$ cat src/sv/alnsplit_pkg.sv
// shared types and constants for the alignment line splitter / NH tag extractor
// no dependencies
`default_nettype none

package alnsplit_pkg;

	localparam int unsigned ByteW   = 8;
	localparam int unsigned NhW     = 16;
	localparam int unsigned HistLen = 5;
	localparam int unsigned DataW   = 32;
	localparam int unsigned UserW   = 2;

	localparam logic [ByteW-1:0] ChTab   = 8'h09;
	localparam logic [ByteW-1:0] ChColon = 8'h3A;
	localparam logic [ByteW-1:0] ChI     = 8'h69;
	localparam logic [ByteW-1:0] ChH     = 8'h48;
	localparam logic [ByteW-1:0] ChN     = 8'h4E;
	localparam logic [ByteW-1:0] ChZero  = 8'h30;
	localparam logic [ByteW-1:0] ChNine  = 8'h39;

	localparam logic [NhW-1:0] NhSat = {NhW{1'b1}};

	typedef enum logic [1:0] {
		NH_SEARCH = 2'd0,
		NH_DIGITS = 2'd1,
		NH_DONE   = 2'd2
	} nh_phase_t;

	typedef struct packed {
		logic           found;
		logic [NhW-1:0] value;
	} nh_result_t;

	// accum * 10 + digit, saturating
	function automatic logic [NhW-1:0] add_digit(input logic [NhW-1:0] acc,
			input logic [ByteW-1:0] c);
		logic [NhW+4:0] v;
		v = {2'b00, acc, 3'b000} + {4'b0000, acc, 1'b0} + {{(NhW+1){1'b0}}, c[3:0]};
		return (v > {5'b0, NhSat}) ? NhSat : v[NhW-1:0];
	endfunction

endpackage

`default_nettype wire

$ cat src/sv/alnsplit_nh_parse.sv
// NH:i: tag detector and decimal count gatherer, one byte per transfer
// depends on alnsplit_pkg
`default_nettype none

module alnsplit_nh_parse (
	input  wire logic                       clk,
	input  wire logic                       arst_n,
	input  wire logic                       take,
	input  wire logic [alnsplit_pkg::ByteW-1:0] line_byte,
	input  wire logic                       line_end,
	input  wire logic                       dropped,
	output alnsplit_pkg::nh_result_t        result
);
	import alnsplit_pkg::*;

	logic [ByteW-1:0] hist_q [HistLen];
	nh_phase_t        phase_q, phase_d;
	logic [NhW-1:0]   accum_q, accum_d;
	logic             is_digit, tag_seen;

	assign is_digit = (line_byte >= ChZero) && (line_byte <= ChNine);
	assign tag_seen = (hist_q[0] == ChN) && (hist_q[1] == ChH) && (hist_q[2] == ChColon)
		&& (hist_q[3] == ChI) && (hist_q[4] == ChColon);

	always_comb begin
		phase_d = phase_q;
		accum_d = accum_q;
		unique case (phase_q)
			NH_SEARCH: begin
				if (!dropped && tag_seen) begin
					if (is_digit) begin
						accum_d = add_digit('0, line_byte);
						phase_d = NH_DIGITS;
					end else begin
						phase_d = NH_DONE;
					end
				end
			end
			NH_DIGITS: begin
				if (is_digit) begin
					accum_d = add_digit(accum_q, line_byte);
				end else begin
					phase_d = NH_DONE;
				end
			end
			NH_DONE: begin
			end
			default: begin
				phase_d = NH_DONE;
			end
		endcase
	end

	// reported only on the line's last byte
	always_comb begin
		result.found = line_end && (phase_d != NH_SEARCH);
		result.value = result.found ? accum_d : '0;
	end

	always_ff @(posedge clk or negedge arst_n) begin
		if (!arst_n) begin
			phase_q <= NH_SEARCH;
			accum_q <= '0;
			for (int i = 0; i < HistLen; i++) hist_q[i] <= '0;
		end else if (take) begin
			if (line_end) begin
				phase_q <= NH_SEARCH;
				accum_q <= '0;
				for (int i = 0; i < HistLen; i++) hist_q[i] <= '0;
			end else begin
				phase_q <= phase_d;
				accum_q <= accum_d;
				for (int i = 0; i < HistLen - 1; i++) hist_q[i] <= hist_q[i+1];
				hist_q[HistLen-1] <= line_byte;
			end
		end
	end

endmodule

`default_nettype wire

$ cat src/sv/alignment_line_split_nh_extract_top.sv
// top level: first-tab splitter and NH count extractor for alignment text lines
// depends on alnsplit_pkg, alnsplit_nh_parse
//
// Input stream: one byte of a text line per transfer, tlast on the line's last byte.
// Output stream: exactly one transfer per input byte carrying the byte, whether it
// lies after the first tab (part) and whether it is kept (the first tab is not).
// On the transfer with tlast the NH:i: count (saturating at 65535) and a found
// flag are filled in; elsewhere they read zero.
// Output valid rises in the cycle after the input transfer. Throughput is one byte
// per cycle while m_tready holds: all per-byte work (history compare, times-ten
// add) sits between the line state registers and the single output register.
// A stalled receiver holds the output register; the input side then takes a new
// byte only in the cycle the held result leaves, so no item is lost or repeated.
// Reset clears the line state and the output valid; a new line starts after
// reset and after every tlast.
`default_nettype none

module alignment_line_split_nh_extract_top (
	input  wire logic                            clk,
	input  wire logic                            arst_n,
	input  wire logic                            s_tvalid,
	output wire logic                            s_tready,
	input  wire logic [alnsplit_pkg::ByteW-1:0]  s_tdata,  // [7:0] line_byte
	input  wire logic                            s_tlast,  // line_end
	output wire logic                            m_tvalid,
	input  wire logic                            m_tready,
	// [7:0] byte_out, [23:8] tag_count, [24] nh_found
	output wire logic [alnsplit_pkg::DataW-1:0]  m_tdata,
	output wire logic [alnsplit_pkg::UserW-1:0]  m_tuser,  // [0] part, [1] byte_valid
	output wire logic                            m_tlast   // last
);
	import alnsplit_pkg::*;

	logic             take;
	logic             after_tab_q;
	logic             dropped;
	nh_result_t       nh_res;

	logic             valid_q;
	logic [DataW-1:0] data_q;
	logic [UserW-1:0] user_q;
	logic             last_q;

	assign s_tready = !valid_q || m_tready;
	assign take     = s_tvalid && s_tready;
	assign dropped  = (s_tdata == ChTab) && !after_tab_q;

	alnsplit_nh_parse u_nh (
		.clk       (clk),
		.arst_n    (arst_n),
		.take      (take),
		.line_byte (s_tdata),
		.line_end  (s_tlast),
		.dropped   (dropped),
		.result    (nh_res)
	);

	always_ff @(posedge clk or negedge arst_n) begin
		if (!arst_n) begin
			after_tab_q <= 1'b0;
			valid_q     <= 1'b0;
		end else begin
			if (take) begin
				after_tab_q <= s_tlast ? 1'b0 : (after_tab_q || dropped);
			end
			if (take) begin
				valid_q <= 1'b1;
			end else if (m_tready) begin
				valid_q <= 1'b0;
			end
		end
	end

	// output payload, no reset needed
	always_ff @(posedge clk) begin
		if (take) begin
			data_q <= {{(DataW - ByteW - NhW - 1){1'b0}}, nh_res.found, nh_res.value, s_tdata};
			user_q <= {!dropped, after_tab_q && !dropped};
			last_q <= s_tlast;
		end
	end

	assign m_tvalid = valid_q;
	assign m_tdata  = data_q;
	assign m_tuser  = user_q;
	assign m_tlast  = last_q;

endmodule

`default_nettype wire

$ cat config.mk
export PLATFORM = sky130hd
export DESIGN_NAME = alignment_line_split_nh_extract_top
export DESIGN_NICKNAME = d
export VERILOG_FILES = /design/src/sv/alnsplit_pkg.sv /design/src/sv/alnsplit_nh_parse.sv /design/src/sv/alignment_line_split_nh_extract_top.sv
export SDC_FILE = /design/constraint.sdc
export NUM_CORES = 1
export LEC_CHECK = 0
export BUFFER_PORTS_ARGS = -buffer_cell sky130_fd_sc_hd__buf_4
export CORE_MARGIN = 2
export CORE_UTILIZATION = 35
export CTS_BUF_LIST = sky130_fd_sc_hd__clkbuf_4 sky130_fd_sc_hd__clkbuf_8
export CTS_CLUSTER_DIAMETER = 30
export CTS_CLUSTER_SIZE = 20
export DETAILED_ROUTE_END_ITERATION = 12
export SLEW_MARGIN = 20
export SYNTH_ARGS = -nofsm -noshare
export SYNTH_HDL_FRONTEND = slang
export SYNTH_SLANG_ARGS = --single-unit
$ cat constraint.sdc
create_clock -name clk -period 5 [get_ports clk]
set_input_delay 0.5 -clock clk [delete_from_list [all_inputs] [get_ports clk]]
set_output_delay 0.5 -clock clk [all_outputs]
set_load 0.02 [all_outputs]
==> results of run 1 <==
-- worst max-delay path, stage by stage, from the launching register on --
cell	delay, ns
dfrtp_1	0.43
ha_1	0.24
inv_1	0.07
fa_1	0.41
nand2b_1	0.18
a211oi_1	0.32
o31a_1	0.18
a311oi_2	0.12
a21oi_1	0.18
mux2_2	0.38
nor4_4	0.20
o21a_4	0.39
a2bb2oi_1	0.30
a21oi_1	0.10
-- stage by stage --
stage                     instances  instance area [sq um]  hold slack (ns)  worst slack (ns)  util (%)
after floorplan                 582                   5420            0.204              1.73         -
after global placement          771                   5760            0.450              1.35      38.0
after detailed placement        771                   5760            0.453              1.21      38.0
after CTS                       787                   5960            0.232              1.21      39.3
after global routing            787                   5960            0.259             0.890      39.4
final                           787                   5960            0.217              1.21      39.4
-- cells in the mapped netlist, types with 2 or more instances --
cell	instances	area [sq um]
nor3_1	5	25.0
o21ai_0	13	65.1
o21ai_1	8	40.0
a41oi_1	2	17.5
buf_6	3	33.8
nor2_1	17	63.8
buf_2	6	30.0
nand4_1	9	56.3
a22oi_1	12	90.1
a31oi_1	5	31.3
o31ai_1	3	22.5
nor3b_1	2	15.0
a211o_1	3	26.3
or2_1	2	12.5
ha_1	17	213
fa_1	2	40.0
nor4bb_1	4	40.0
and4b_1	3	30.0
or3_1	2	12.5
edfxtp_1	28	841
o22a_1	11	96.3
clkbuf_1	25	93.8
o21a_1	3	22.5
o221ai_1	4	35.0
xnor2_1	9	78.8
a21oi_1	50	250
nand2_1	113	424
nor4_1	3	18.8
xor2_1	8	70.1
mux2i_1	2	20.0
inv_1	12	45.0
nor4b_1	6	52.6
nand3b_1	40	300
nand2b_1	7	43.8
nor2b_1	4	25.0
a211oi_1	3	22.5
nand3_1	8	40.0
buf_4	7	52.6
dfrtp_1	60	1500
and2_1	2	12.5
and3_1	4	25.0
a21o_1	17	128
or2_2	4	25.0
and4_1	2	17.5
-- kinds of logic (layout without fill, tap and decap cells) --
family	after synthesis	count (layout)	share of synthesized area, %
simple gates	241	241	24.0
compound gates	152	152	19.6
flops	88	88	43.4
buf+inv	55	72	4.90
fa+ha+maj	19	19	4.69
xor+xnor	17	17	2.76
mux	3	3	0.580
other cells	1	7	0.0695
-- power breakdown --
group / switching, uW / leakage, uW / total, uW / internal, uW
Sequential: 23.9 / 0.00109 / 801 / 778
Clock: 270 / 0.000104 / 510 / 240
Combinational: 96.5 / 0.00166 / 145 / 48.4
Total: 391 / 0.00286 / 1460 / 1070
-- routing by layer --
metal  wire length [microns]  global-route usage (%)  vias to the layer above
met5                       0                       0                        -
met4                     242                    5.30                        0
met3                     498                    3.09                       14
met2                    6760                    29.3                      100
met1                    5960                    21.3                     2172
li1                        -                       -                     2123
-- final timing paths --
| path | to | cells after the start |
|---|---|---|
| worst max-delay path | m_tdata[8] | 13 |
| worst min-delay path | u_nh.hist_q[30] | 1 |
| worst max register to register | m_tdata[8] | 13 |
| worst min register to register | u_nh.hist_q[37] | 2 |
| max in group asynchronous | u_nh.accum_q[5] | 1 |
| min in group clk | m_tvalid | 2 |
-- registers in the layout, summed over array words and instances, names as in the netlist --
register,flops
u_nh.accum_q,16
m_tvalid,1
m_tdata,25
u_nh.phase_q,2
m_tlast,1
m_tuser,2
u_nh.hist_q,40
after_tab_q,1
-- cell type report --
| class | count | area, sq um |
|---|---|---|
| inverter | 12 | 45.0 |
| clock buffer | 10 | 131 |
| tap | 188 | 235 |
| multi-input combinational | 439 | 2810 |
| clock inverter | 6 | 66.3 |
| fill | 1498 | 9180 |
| sequential | 88 | 2340 |
| timing repair buffer | 44 | 330 |
==> flow_summary.yaml, run 1 <==
run_status:
  status: "complete, no violations"
clocking:
  cts_buffers: 9
  ctsResizeCount: 0
  clock_latency_ns: 0.37
  cts_max_level: 3
  post_cts_buffers: 0
  clockBufferDepth: 2
  ctsHoldBuffers: 0
  cts_sinks: 88
  cts_tree: "yes"
  path_clk_slew_ns: 0.10
  cts_root_buf: "clkbuf_8"
power_and_ir_drop:
  total_power_uw: 1460
  power.density_mw_per_mm2: 244
  peakVddDrop_mv: 0.118
  leakagePower_uw: 0.00286
timing:
  fin_crit_ns: 3.79
  fin_crit_sh_pct: 75.8
  slew_headroom_pct: 46.4
  max_slew.worst_pin.slew_ns: 0.801
  max_freq_mhz: 264
  timing.final.setup_violations: 0
  rsz0062_at_grt: "no"
  hold_viol_final: 0
  slew_violations: 0
  setup_tns_ns: 0
  finClkSkew_ns: 0.0129
routing:
  wl_microns: 13500
  num_vias: 4409
  wire_per_inst_microns: 17.1
  viasPerCell: 5.60
  drt_first_pass_iters: 7
  final_antenna_net_count: 0
  drt_iter0_drc: 545
  drc_errors: 0
global_route:
  grt_pass1_vias: 4358
  grt_overflow: 0
  antenna_found_initial: 0
  grt_usage_pct: 16.9
  grt_pass1_wl_microns: 22000
  grt_start_max_net_pins: 61
die:
  dieWidth_microns: 128
  core_area_sq_mm: 0.0151
  io_pins: 50
  die_h_microns: 128
  rows: 45
  dieArea_sq_mm: 0.0164
  start_util_pct: 35.6
worst_setup_path:
  critical_path_required_ns: 5.10
  worstPathArrival_ns: 3.89
  worst-r2r-setup-slack_ns: 1.21
  end_kind: "register"
  rr_startpoint: "u_nh.accum_q[0]"
  critPathMaxFanout: 33
  worst-setup-path-type: "register to register"
  start_kind: "register"
  crit_start: "u_nh.accum_q[0]"
place:
  place_congestion: 0.874
  io_buffers: 42
  post-dp-hpwl_microns: 9430
logic_synthesis:
  synth_cells: 576
  synthFlopType: "dfrtp_1"
  synth_cell_types: 70
  yosysWarnings: 0
  synthArstFlopShare_pct: 68.2
  syn_area_per_cell_sq_um: 9.36
  synth_area_sq_mm: 0.00539
  yosys_register_bits: 88
  synth_edf_count: 28
  ys_seq_area_share_pct: 43.4
hold_path:
  timing.hold.worst.class: "primary input to asynchronous set/reset pin"
finish:
  antenna_cells: 0
  drive_above_1_share_pct: 13.2
  layout_common_cells: "nand2_1 (113), dfrtp_1 (60), a21oi_1 (50), buf_4 (44), nand3b_1 (40)"
  area_growth_pct: 10.6
  fin_nets: 626
  final_common_cell: "nand2_1"
flow_run:
  maxCapViolations: 0
Note: power is estimated with default switching activity, not from simulation.
==> inputs of run 2 (changes only) <==
==> constraint.sdc (replaced) <==
create_clock -name clk -period 3.7 [get_ports clk]
set_input_delay 0.37 -clock clk [delete_from_list [all_inputs] [get_ports clk]]
set_output_delay 0.37 -clock clk [all_outputs]
set_load 0.02 [all_outputs]
==> flow_summary.yaml, run 2 (synthesized netlist as in run 1, its figures left out) <==
die:
  io_pins: 50
  dieWidth_microns: 128
  die_h_microns: 128
  start_util_pct: 35.6
  rows: 45
  core_area_sq_mm: 0.0151
  dieArea_sq_mm: 0.0164
worst_setup_path:
  critical_path_required_ns: 3.82
  worstPathArrival_ns: 3.70
  critPathMaxFanout: 8
  path_cells: "ha_2 > inv_1 > fa_1 > nand2b_1 > a211oi_2 > o31a_1 > a311oi_2 > a21oi_1 > mux2_2 > nor4_4 > o21a_4 > buf_4 > a21oi_1 > o22a_1"
  cp_common_cell: "a21oi_1"
  end_kind: "register"
  cp_slowest_cell: "fa_1"
  cpPeakStageDelay_ns: 0.40
  start_kind: "register"
  worst-setup-path-type: "register to register"
timing:
  finClkSkew_ns: 0.0170
  timing.final.setup_violations: 0
  holdWs_ns: 0.0933
  fin_crit_sh_pct: 96.7
  max_freq_mhz: 279
  fin_crit_ns: 3.58
  max_slew.worst_pin.slew_ns: 0.835
  hold_viol_final: 0
  slew_violations: 0
  slew_headroom_pct: 44.2
routing:
  wl_microns: 13300
  final_antenna_net_count: 0
  wire_per_inst_microns: 16.6
  num_vias: 4414
  drt_first_pass_iters: 5
  drt_iter0_drc: 461
  viasPerCell: 5.52
  drc_errors: 0
clocking:
  path_clk_slew_ns: 0.09
  clockBufferDepth: 2
  cts_max_level: 3
  clock_latency_ns: 0.36
  cts_tree: "yes"
  cts_sinks: 88
  cts_root_buf: "clkbuf_8"
  cts_buffers: 9
power_and_ir_drop:
  power.density_mw_per_mm2: 329
  total_power_uw: 2020
  peakVddDrop_mv: 0.172
  leakagePower_uw: 0.00293
finish:
  drive_above_1_share_pct: 15.7
  final_common_cell: "nand2_1"
  regMostFlops: "u_nh.hist_q"
  fin_nets: 638
  area_growth_pct: 13.5
  stdcell_area_sq_mm: 0.00612
  antenna_cells: 0
  layout_common_cells: "nand2_1 (113), dfrtp_1 (60), buf_4 (55), a21oi_1 (49), nand3b_1 (40)"
  instances_no_fill: 799
  largest_register_ffs: 40
  final_util_pct: 40.4
place:
  place_congestion: 0.885
  dpl_cell_area_sq_mm: 0.00584
  post-dp-hpwl_microns: 9440
  io_buffers: 42
  dp_cells: 780
global_route:
  grt_overflow: 0
  antenna_found_initial: 0
  grt_pass1_wl_microns: 21500
  grt_pass1_vias: 4216
  grt_usage_pct: 16.5
  grt_start_max_net_pins: 61
run_status:
  status: "complete, no violations"
hold_path:
  timing.hold.worst.class: "primary input to asynchronous set/reset pin"
flow_run:
  maxCapViolations: 0
run 2: changes by cell type in the layout (fill, tap and decap cells not counted), sizes merged:
| cell | delta |
|---|---|
| bufinv | +1 |
| clkbuf | -1 |
| clkinv | -1 |
| clkinvlp | +1 |
| buf | +12 |
run 2: worst paths after layout:
check	from	end	slack, ns	cells past startpoint
worst min register to register	u_nh.hist_q[34]	u_nh.hist_q[34]	0.47	2
max in group asynchronous	arst_n	u_nh.accum_q[6]	3.08	1
min in group clk	s_tvalid	m_tvalid	0.21	2
worst min-delay path	arst_n	m_tvalid	0.09	1
worst max-delay path	u_nh.accum_q[2]	m_tdata[15]	0.12	14
worst max register to register	u_nh.accum_q[2]	m_tdata[15]	0.12	14
run 2: per-stage QoR:
step / setup WS [ns] / TNS, ns
2_1_floorplan: 0.431 / 0
3_3_place_gp: 0.154 / 0
3_5_place_dp: -0.00252 / -0.00252
4_1_cts: 0.0681 / 0
5_1_grt: -0.00760 / -0.0118
6_report: 0.122 / 0
run 2: metal layers:
metal | vias to the layer above | track usage (%) | routed length, microns
li1 | 2139 | - | -
met1 | 2165 | 21.7 | 5940
met2 | 91 | 27.7 | 6620
met3 | 19 | 2.34 | 513
met4 | 0 | 6.08 | 227
met5 | - | 0 | 0
run 2: area by class of cell:
class / instances / area, sq um
clock buffer: 9 / 124
clock inverter: 7 / 92.6
sequential: 88 / 2340
tap: 188 / 235
multi-input combinational: 439 / 2850
fill: 1492 / 9020
inverter: 12 / 45.0
timing repair buffer: 56 / 433
run 2: worst max-delay path, delay by kind of cell, from the launching register on:
family / cells / cell delay [ns]
mux: 1 / 0.39
compound gates: 7 / 1.26
buf+inv: 2 / 0.22
fa+ha+maj: 2 / 0.62
simple gates: 2 / 0.46
flops: 1 / 0.38
run 2: what timing repair did:
item                       in CTS  in global routing
buffers inserted                0                  3
setup endpoints to repair       6                 21
resized for setup               1                  8
hold buffers                    0                  0
run 2: power by group:
group / switching (uW) / internal, uW
sequential: 31.5 / 1050
clock: 355 / 381
combinational: 131 / 66.9
==> inputs of run 3 (changes only) <==
--- a/config.mk
+++ b/config.mk
@@ -6,7 +6,7 @@
 export NUM_CORES = 1
 export LEC_CHECK = 0
 export BUFFER_PORTS_ARGS = -buffer_cell sky130_fd_sc_hd__buf_4
-export CORE_MARGIN = 2
+export CORE_MARGIN = 4
 export CORE_UTILIZATION = 35
 export CTS_BUF_LIST = sky130_fd_sc_hd__clkbuf_4 sky130_fd_sc_hd__clkbuf_8
 export CTS_CLUSTER_DIAMETER = 30
==> flow_summary.yaml, run 3 (synthesized netlist as in run 1, its figures left out) <==
worst_setup_path:
  critPathTopFamily: "compound AO/OA/AOI/OAI gates"
  cpPeakStageDelay_ns: 0.39
  cp_slowest_cell: "dfrtp_2"
  cp.buffers_inverters: 2
  worstPathArrival_ns: 3.65
  end_kind: "register"
  path_cells: "ha_2 > inv_1 > fa_2 > nand2b_1 > a211oi_2 > o31a_1 > a311oi_2 > a21oi_2 > mux2_4 > nor4_4 > o21a_4 > buf_12 > a21oi_1 > o22a_1"
  start_kind: "register"
  worst-setup-path-type: "register to register"
  critical_path_required_ns: 3.82
  critPathMaxFanout: 26
power_and_ir_drop:
  p_int_uw: 1450
  combPwrFrac_pct: 10.4
  peakVddDrop_mv: 0.161
  swShare_pct: 26.5
  clockPowerShare_pct: 34.7
  power.density_mw_per_mm2: 321
  sequentialPowerShare_pct: 55.0
  leakagePower_uw: 0.00295
  p_sw_uw: 522
finish:
  fin_nets: 641
  layout_common_cells: "nand2_1 (113), dfrtp_1 (59), buf_4 (58), a21oi_1 (49), nand3b_1 (40)"
  regMostFlops: "u_nh.hist_q"
  instances_no_fill: 802
  final_common_cell: "nand2_1"
  seq_area_sq_mm: 0.00234
  multi_input_area_sq_mm: 0.00285
  drive_above_1_share_pct: 16.6
  antenna_cells: 0
  nFillCells: 1496
  largest_register_ffs: 40
  area_growth_pct: 13.7
die:
  start_util_pct: 35.6
  dieWidth_microns: 132
  rows: 45
  core_area_sq_mm: 0.0151
  die_h_microns: 132
  io_pins: 50
  dieArea_sq_mm: 0.0175
global_route:
  grt_start_max_net_pins: 61
  grt_pass1_vias: 4246
  grt_pass1_wl_microns: 21700
  grt_overflow: 0
  grt_usage_pct: 15.1
  antenna_found_initial: 0
hold_path:
  timing.hold.worst.class: "primary input to asynchronous set/reset pin"
routing:
  final_antenna_net_count: 0
  drt_iter0_drc: 468
  viasPerCell: 5.56
  wire_per_inst_microns: 16.9
  num_vias: 4456
  drc_errors: 0
  wl_microns: 13500
  drt_first_pass_iters: 5
timing:
  max_freq_mhz: 283
  fin_crit_ns: 3.54
  finClkSkew_ns: 0.0112
  max_slew.worst_pin.slew_ns: 0.800
  timing.final.setup_violations: 0
  hold_viol_final: 0
  slew_violations: 0
  setup_tns_ns: 0
  slew_headroom_pct: 46.6
  fin_crit_sh_pct: 95.6
clocking:
  ctsHoldBuffers: 0
  cts_root_buf: "clkbuf_8"
  cts_buffers: 9
  cts_sinks: 88
  cts_max_level: 3
  clock_latency_ns: 0.36
  path_clk_slew_ns: 0.09
  cts_tree: "yes"
  clockBufferDepth: 2
run_status:
  status: "complete, no violations"
flow_run:
  maxCapViolations: 0
place:
  dp_cells: 782
  io_buffers: 42
  post-dp-hpwl_microns: 9440
  place_congestion: 0.867
run 3: cell type report:
class	instances	share of cell area (%)
sequential	88	38.2
clock inverter	6	1.12
clock buffer	10	2.14
timing repair buffer	59	7.43
tap	188	3.84
multi-input combinational	439	46.5
inverter	12	0.734
run 3: worst register-to-register path: stages (launching register included):
cell      delay, ns
dfrtp_2        0.39
ha_2           0.21
inv_1          0.06
fa_2           0.35
nand2b_1       0.18
a211oi_2       0.27
o31a_1         0.16
a311oi_2       0.13
a21oi_2        0.17
mux2_4         0.33
nor4_4         0.36
o21a_4         0.22
buf_12         0.16
a21oi_1        0.09
o22a_1         0.21
run 3: path summary, 6_finish.rpt:
path / start / to / cells after the start / slack (ns)
setup / recovery: u_nh.accum_q[0] / m_tdata[18] / 14 / 0.16
hold / removal: arst_n / u_nh.hist_q[12] / 1 / 0.09
setup reg to reg: u_nh.accum_q[0] / m_tdata[18] / 14 / 0.16
hold reg to reg: u_nh.hist_q[38] / u_nh.hist_q[38] / 2 / 0.47
max in group asynchronous: arst_n / u_nh.accum_q[0] / 1 / 3.06
min in group clk: s_tvalid / m_tvalid / 2 / 0.21
run 3: per-layer routing:
layer	track usage (%)	wire length [microns]	vias to the layer above
met1	19.5	5970	2178
met5	0	0	-
met2	25.5	6640	104
li1	-	-	2149
met4	5.95	346	0
met3	2.29	565	25
run 3: stage by stage:
stage / setup slack (ns) / power [uW] / utilization (%) / area (sq um) / hold slack, ns
2_1_floorplan: 0.431 / 1220 / - / 5420 / 0.0744
3_3_place_gp: 0.166 / 1300 / 38.7 / 5860 / 0.452
5_1_grt: -0.000739 / 2050 / 40.5 / 6130 / 0.132
4_1_cts: 0.0469 / 1980 / 40.0 / 6060 / 0.104
3_5_place_dp: 0.0876 / 1310 / 38.7 / 5860 / 0.452
6_report: 0.165 / 1970 / 40.5 / 6130 / 0.0923
run 3: timing repair:
| item | 4_1_cts | 5_1_grt |
|---|---|---|
| buffers inserted | 0 | 4 |
| gates resized for setup | 0 | 11 |
| setup endpoints to repair | 0 | 29 |
run 3: power by group through the flow:
stage	Sequential (uW)	Clock, uW	Combinational [uW]
3_5_place_dp	1100	0	204
2_1_floorplan	1110	0	108
3_3_place_gp	1100	0	200
5_1_grt	1090	737	226
6_report	1080	682	204
4_1_cts	1080	698	204
